==> src/hdl/edd_pkg.sv <==
// Shared types and constants for the Elias delta decoder.
// No dependencies.
package edd_pkg;

    localparam int WORD_W      = 32;
    localparam int BUF_W       = 73;
    localparam int CNT_W       = 7;
    localparam int ZERO_RUN    = 6;
    localparam int MAX_LEFT    = 41;
    localparam int QUEUE_DEPTH = 2;

    typedef struct packed {
        logic [WORD_W-1:0] word;
        logic              last;
    } t_beat;

endpackage

==> src/hdl/edd_front.sv <==
// Input side: accepts word beats into a short queue ahead of the decoder.
// Depends on edd_pkg.
module edd_front #(
    parameter int DEPTH = edd_pkg::QUEUE_DEPTH
) (
    input  logic          i_clk,
    input  logic          i_rst_n,
    input  logic          i_valid,
    output logic          o_ready,
    input  edd_pkg::t_beat i_beat,
    output logic          o_valid,
    input  logic          i_ready,
    output edd_pkg::t_beat o_beat
);

    localparam int IDX_W = (DEPTH > 1) ? $clog2(DEPTH) : 1;
    localparam int FILL_W = $clog2(DEPTH + 1);

    edd_pkg::t_beat r_mem [DEPTH];
    logic [IDX_W-1:0]  r_wr, r_rd;
    logic [FILL_W-1:0] r_fill;
    logic              push, pop;

    assign o_ready = (r_fill != FILL_W'(DEPTH));
    assign o_valid = (r_fill != '0);
    assign o_beat  = r_mem[r_rd];
    assign push    = i_valid && o_ready;
    assign pop     = o_valid && i_ready;

    always_ff @(posedge i_clk) begin
        if (push) begin
            r_mem[r_wr] <= i_beat;
        end
    end

    always_ff @(posedge i_clk) begin
        if (!i_rst_n) begin
            r_wr   <= '0;
            r_rd   <= '0;
            r_fill <= '0;
        end else begin
            if (push) begin
                r_wr <= (r_wr == IDX_W'(DEPTH - 1)) ? '0 : r_wr + 1'b1;
            end
            if (pop) begin
                r_rd <= (r_rd == IDX_W'(DEPTH - 1)) ? '0 : r_rd + 1'b1;
            end
            if (push && !pop) begin
                r_fill <= r_fill + 1'b1;
            end else if (pop && !push) begin
                r_fill <= r_fill - 1'b1;
            end
        end
    end

endmodule

==> src/hdl/edd_back.sv <==
// Decode engine: bit buffer, one code step per cycle if not stalled,
// hold stage for end-of-run mark, output register. Depends on edd_pkg.
module edd_back (
    input  logic                       i_clk,
    input  logic                       i_rst_n,
    input  logic                       i_valid,
    output logic                       o_ready,
    input  edd_pkg::t_beat             i_beat,
    output logic                       o_valid,
    input  logic                       i_ready,
    output logic [edd_pkg::WORD_W-1:0] o_value,
    output logic                       o_last
);

    localparam int BW = edd_pkg::BUF_W;
    localparam int CW = edd_pkg::CNT_W;
    localparam int WW = edd_pkg::WORD_W;

    localparam logic S_IDLE   = 1'b0;
    localparam logic S_DECODE = 1'b1;

    localparam logic [1:0] A_DROP_RUN  = 2'd0;
    localparam logic [1:0] A_BREAK     = 2'd1;
    localparam logic [1:0] A_DROP_HEAD = 2'd2;
    localparam logic [1:0] A_EMIT      = 2'd3;

    logic          r_state;
    logic [BW-1:0] r_buf;
    logic [CW-1:0] r_count;
    logic          r_end;
    logic          r_hold_v;
    logic [WW-1:0] r_hold_val;
    logic          r_o_valid;
    logic [WW-1:0] r_o_value;
    logic          r_o_last;

    logic [2:0]    z;
    logic [11:0]   kwin;
    logic [5:0]    k;
    logic [3:0]    head;
    logic [5:0]    total;
    logic [BW-1:0] shifted;
    logic [WW-1:0] val;
    logic [1:0]    act;
    logic [5:0]    drop_n;
    logic          out_free;
    logic          step_ok;
    logic          to_out;

    assign o_ready  = (r_state == S_IDLE);
    assign o_valid  = r_o_valid;
    assign o_value  = r_o_value;
    assign o_last   = r_o_last;
    assign out_free = !r_o_valid || i_ready;

    always_comb begin
        z = 3'd6;
        for (int j = 5; j >= 0; j--) begin
            if (r_buf[BW-1-j]) begin
                z = 3'(j);
            end
        end
        kwin    = r_buf[BW-1 -: 12] << z;
        k       = 6'(kwin[11:6] >> (3'd5 - z));
        head    = {z, 1'b1};
        total   = 6'(head) + k - 6'd1;
        shifted = r_buf << head;
        val     = {1'b1, shifted[BW-1 -: WW-1]} >> 5'(6'd32 - k);

        if (z == 3'(edd_pkg::ZERO_RUN) && r_count >= CW'(edd_pkg::ZERO_RUN)) begin
            act    = A_DROP_RUN;
            drop_n = 6'(edd_pkg::ZERO_RUN);
        end else if (CW'(z) >= r_count || r_count < CW'(head)) begin
            act    = A_BREAK;
            drop_n = '0;
        end else if (k > 6'(WW)) begin
            act    = A_DROP_HEAD;
            drop_n = 6'(head);
        end else if (r_count < CW'(total)) begin
            act    = A_BREAK;
            drop_n = '0;
        end else begin
            act    = A_EMIT;
            drop_n = total;
        end

        step_ok = !r_hold_v || out_free || act == A_DROP_RUN || act == A_DROP_HEAD;
        to_out  = (r_state == S_DECODE) && step_ok && r_hold_v
                  && (act == A_EMIT || act == A_BREAK);
    end

    always_ff @(posedge i_clk) begin
        if (to_out) begin
            r_o_value <= r_hold_val;
            r_o_last  <= (act == A_BREAK);
        end
        if (r_state == S_DECODE && act == A_EMIT && step_ok) begin
            r_hold_val <= val;
        end
        if (r_state == S_IDLE && i_valid) begin
            r_end <= i_beat.last;
        end
    end

    always_ff @(posedge i_clk) begin
        if (!i_rst_n) begin
            r_state   <= S_IDLE;
            r_buf     <= '0;
            r_count   <= '0;
            r_hold_v  <= 1'b0;
            r_o_valid <= 1'b0;
        end else begin
            if (to_out) begin
                r_o_valid <= 1'b1;
            end else if (i_ready) begin
                r_o_valid <= 1'b0;
            end
            unique case (r_state)
                S_IDLE: begin
                    if (i_valid) begin
                        r_buf   <= r_buf | ({i_beat.word, (BW-WW)'(0)} >> r_count);
                        r_count <= r_count + CW'(WW);
                        r_state <= S_DECODE;
                    end
                end
                S_DECODE: begin
                    if (step_ok) begin
                        if (act == A_BREAK) begin
                            r_hold_v <= 1'b0;
                            r_state  <= S_IDLE;
                            if (r_end) begin
                                r_buf   <= '0;
                                r_count <= '0;
                            end
                        end else begin
                            r_buf   <= r_buf << drop_n;
                            r_count <= r_count - CW'(drop_n);
                            if (act == A_EMIT) begin
                                r_hold_v <= 1'b1;
                            end
                        end
                    end
                end
                default: r_state <= S_IDLE;
            endcase
        end
    end

    a_idle_no_hold: assert property (@(posedge i_clk) disable iff (!i_rst_n)
        (r_state == S_IDLE) |-> !r_hold_v)
        else $error("held value left over at end of word");

    a_idle_leftover: assert property (@(posedge i_clk) disable iff (!i_rst_n)
        (r_state == S_IDLE) |-> (r_count <= CW'(edd_pkg::MAX_LEFT)))
        else $error("leftover bits exceed an incomplete code");

    a_value_nonzero: assert property (@(posedge i_clk) disable iff (!i_rst_n)
        r_o_valid |-> (r_o_value != '0))
        else $error("decoded value is zero");

    a_count_bound: assert property (@(posedge i_clk) disable iff (!i_rst_n)
        r_count <= CW'(BW))
        else $error("bit count beyond buffer");

endmodule

==> src/hdl/elias_delta_decoder.sv <==
// Top level of the Elias delta decoder: input queue feeding the decode engine.
// Depends on edd_pkg, edd_front, edd_back.
//
//  channel  direction  handshake                  payload
//  in       sink       i_in_valid / o_in_ready    i_code_word, i_stream_end
//  out      source     o_out_valid / i_out_ready  o_value, o_last_of_run
//
// The decode engine loads a word, then takes code steps (values plus dropped
// prefixes) until a break; it resolves one code a cycle unless stalled.
// Reset (synchronous, i_rst_n low) empties the queue and the bit buffer.
// A stalled output holds the engine only when a value must move on; the
// queue keeps taking words meanwhile until it is full.
module elias_delta_decoder #(
    parameter int QUEUE_DEPTH = edd_pkg::QUEUE_DEPTH
) (
    input  logic                       i_clk,
    input  logic                       i_rst_n,
    input  logic                       i_in_valid,
    output logic                       o_in_ready,
    input  logic [edd_pkg::WORD_W-1:0] i_code_word,
    input  logic                       i_stream_end,
    output logic                       o_out_valid,
    input  logic                       i_out_ready,
    output logic [edd_pkg::WORD_W-1:0] o_value,
    output logic                       o_last_of_run
);

    edd_pkg::t_beat in_beat, q_beat;
    logic           q_valid, q_ready;

    assign in_beat.word = i_code_word;
    assign in_beat.last = i_stream_end;

    edd_front #(
        .DEPTH (QUEUE_DEPTH)
    ) u_front (
        .i_clk   (i_clk),
        .i_rst_n (i_rst_n),
        .i_valid (i_in_valid),
        .o_ready (o_in_ready),
        .i_beat  (in_beat),
        .o_valid (q_valid),
        .i_ready (q_ready),
        .o_beat  (q_beat)
    );

    edd_back u_back (
        .i_clk   (i_clk),
        .i_rst_n (i_rst_n),
        .i_valid (q_valid),
        .o_ready (q_ready),
        .i_beat  (q_beat),
        .o_valid (o_out_valid),
        .i_ready (i_out_ready),
        .o_value (o_value),
        .o_last  (o_last_of_run)
    );

endmodule

==> config.mk <==
export PLATFORM = sky130hd
export DESIGN_NAME = elias_delta_decoder
export DESIGN_NICKNAME = d
export VERILOG_FILES = /design/src/hdl/edd_pkg.sv /design/src/hdl/edd_front.sv /design/src/hdl/edd_back.sv /design/src/hdl/elias_delta_decoder.sv
export SDC_FILE = /design/constraint.sdc
export NUM_CORES = 1
export LEC_CHECK = 0
export BUFFER_PORTS_ARGS = -buffer_cell sky130_fd_sc_hd__buf_2
export CAP_MARGIN = 20
export CORE_ASPECT_RATIO = 0.9
export CORE_MARGIN = 4
export CORE_UTILIZATION = 30
export DETAILED_ROUTE_END_ITERATION = 8
export HOLD_SLACK_MARGIN = 0.02
export PLACE_DENSITY = 0.57
export SETUP_SLACK_MARGIN = 0.2
export SLEW_MARGIN = 10
export SYNTH_ARGS = -nofsm -noshare
export SYNTH_HDL_FRONTEND = slang
export SYNTH_SLANG_ARGS = --single-unit
==> constraint.sdc <==
create_clock -name i_clk -period 21 [get_ports i_clk]
set_input_delay 4.2 -clock i_clk [delete_from_list [all_inputs] [get_ports i_clk]]
set_output_delay 4.2 -clock i_clk [all_outputs]
set_load 0.03 [all_outputs]
==> out/qor.yml <==
postSynthAreaPerCell_um2: 8.170
min_from: "u_back.r_hold_val[15]"
synth_nets: 2489
start_kind: "flop"
io_buffer_count: 71
tns_ns: 0
totalWireLength_um: 96210
area_growth_pct: 10.39
rsz0062_at_grt: "false"
hp-class: "flop to flop"
arrival_ns: 10.33
maxSlewViolCount: 0
status: "finished, final reports clean"
clock_path_buffers: 3
path_delay_family: "compound AO/OA/AOI/OAI gates"
cp-startpoint: "u_back.r_buf[67]"
critPathCaptureType: "flop"
syn_area_um2: 19840
dp_hpwl_um: 70180
final_cell_mix: "nand2_1 (335), mux2i_1 (273), a21oi_1 (255)"
slew_headroom_pct: 23.68
ir_drop_v: 0.0001152
fin_cells: 3267
async_reset_ff_share_pct: 0
vias_per_cell: 6.491
clock-sinks: 220
yosysTopAreaCell: "edfxtp_1"
crit_type: "flop to flop"
ys.flop_type: "edfxtp_1"
cts_tree: "yes"
dp_cells: 3215
drc: 0
die_area_um2: 70310
start_util_pct: 30.30
crit_fanout: 62
cts_setup_buffers: 0
nFillCells: 6905
finalCritPeriodShare_pct: 47.25
synthTopCellsByArea: "edfxtp_1 (20%), mux2i_1 (14%), dfxtp_1 (8.9%), a21oi_1 (6.4%), nand2_1 (6.3%)"
power_density_nw_per_um2: 197.3
die_w_um: 279.1
multi_input_area_um2: 13130
gp_congestion: 1.049
final-seq-area_um2: 5728
rows: 89
cts_buffers: 26
p_leak_nw: 8.168
period_needed_ns: 9.923
clock_latency_ns: 0.60
finalHoldWorstSlack_ns: 0.4200
detail_route.wl_per_cell_um: 29.45
tightest_slew_ns: 1.134
vias: 21210
grt-ovfl-total: 0
dr.pass1.iters: 7
synth_seq_cells: 220
synth.distinct_cells: 85
grt_usage_pct: 25.99
grt_pass1_vias: 20030
synth_top_area_share_pct: 19.98
synth_edf_count: 132
worst_path_max_delay_cell: "a21o_2"
syn_inst: 2428
hold_viol_final: 0
ant_nets: 0
ys.warnings.count: 0
fin_util_pct: 33.45
core_area_um2: 65480
clkTransAtPathRegs_ns: 0.07
drv_cap: 0
clock.fmax_ghz: 0.1008
timing.rr.start: "u_back.r_buf[67]"
drive_gt1_share_pct: 12.70
place_area_um2: 20910
ys_seq_area_share_pct: 28.86
grt_max_degree: 68
dieHeight_um: 252.0
ctsHoldBuffers: 0
cts_resized: 0
htreeDepth: 1
io_pins: 72
cts_root_buf: "clkbuf_16"
cp_slowest_stage_delay_ns: 0.86
dp_slack_ns: 11.53
grt_antenna_before_repair: 2
finalWorstSetupSlack_ns: 11.08
skew_ns: 0.04154
critPathRequiredTime_ns: 21.41
layout_commonest_cell: "nand2_1"
finalPower_mw: 4.322
grt_pass1_wl_um: 138900
stdcell_area_um2: 21900
setup_viol_count_final: 0
drt_iter0_drc: 3399
cp.buffers_inverters: 5
final_nets: 2442
## state kept, by name (all words and copies together) (netlist names), named ones only
register	flops
u_front.r_rd	1
u_back.r_hold_val	32
u_front.r_fill	2
u_front.r_wr	1
u_back.o_value	32
u_back.r_hold_v	1
u_back.r_buf	73
u_back.r_count	7
u_back.o_last	1
u_back.r_state	1
u_back.o_valid	1
u_front.r_mem	66
u_back.r_end	1
## Yosys cell counts (9+ instances only)
cell	count
o21a_1	11
nand3_1	39
o211a_1	9
a22oi_1	66
nor2b_1	18
or3_1	9
nand2b_1	14
a221oi_1	28
buf_4	9
a31oi_1	45
inv_1	21
buf_1	27
a22o_1	14
and2_1	18
edfxtp_1	132
mux2_2	36
ha_1	23
inv_2	13
nor2_1	171
o211ai_1	14
mux2i_1	273
nand2_1	335
a21oi_1	255
dfxtp_1	88
nor4_1	11
a21o_1	10
o221ai_1	23
o21ai_0	203
a32oi_1	10
a2111oi_0	50
a211oi_1	40
o22ai_1	27
and3_1	16
nor3_1	35
clkbuf_1	123
buf_2	51
mux4_2	34
## final timing paths
path / to / cells after the start / slack [ns]
worst max-delay path: u_back.r_buf[64] / 29 / 11.08
worst min-delay path: u_back.o_value[15] / 0 / 0.42
worst max register to register: u_back.r_buf[64] / 29 / 11.08
worst min register to register: u_back.o_value[15] / 0 / 0.42
## logic make-up after synthesis
| kind of cell | count (synthesis) | share of synthesized area (%) |
|---|---|---|
| adder cells (fa/ha/maj) | 24 | 1.552 |
| flip-flops | 220 | 28.86 |
| multiplexers | 343 | 19.68 |
| buffers and inverters | 250 | 5.298 |
| AND/OR/NAND/NOR | 703 | 15.65 |
| AO/OA/AOI/OAI | 877 | 28.48 |
| XOR/XNOR | 11 | 0.4856 |
## where the power goes
group | switching [mW] | internal, mW
registers | 0.128 | 0.581
logic | 2.09 | 1.00
clock network | 0.204 | 0.316
total | 2.42 | 1.90
## layout make-up
| cell class | count | share of cell area, % |
|---|---|---|
| repair buffers | 137 | 3.851 |
| flip-flops and latches | 220 | 26.16 |
| well taps | 864 | 4.936 |
| diodes | 2 | 0.02285 |
| inverters | 38 | 0.6513 |
| clock buffers | 36 | 3.279 |
| clock inverters | 12 | 1.154 |
| multi-input cells | 1958 | 59.95 |
## per-layer routing
metal / up-vias / GRT usage (%) / share of wire (%)
li1: 9163 / - / -
met1: 10300 / 35.10 / 42
met2: 1415 / 37.98 / 41
met3: 320 / 7.541 / 11
met4: 4 / 12.77 / 6.2
met5: - / 0 / 0.021
Note: power is estimated with default switching activity, not from simulation.
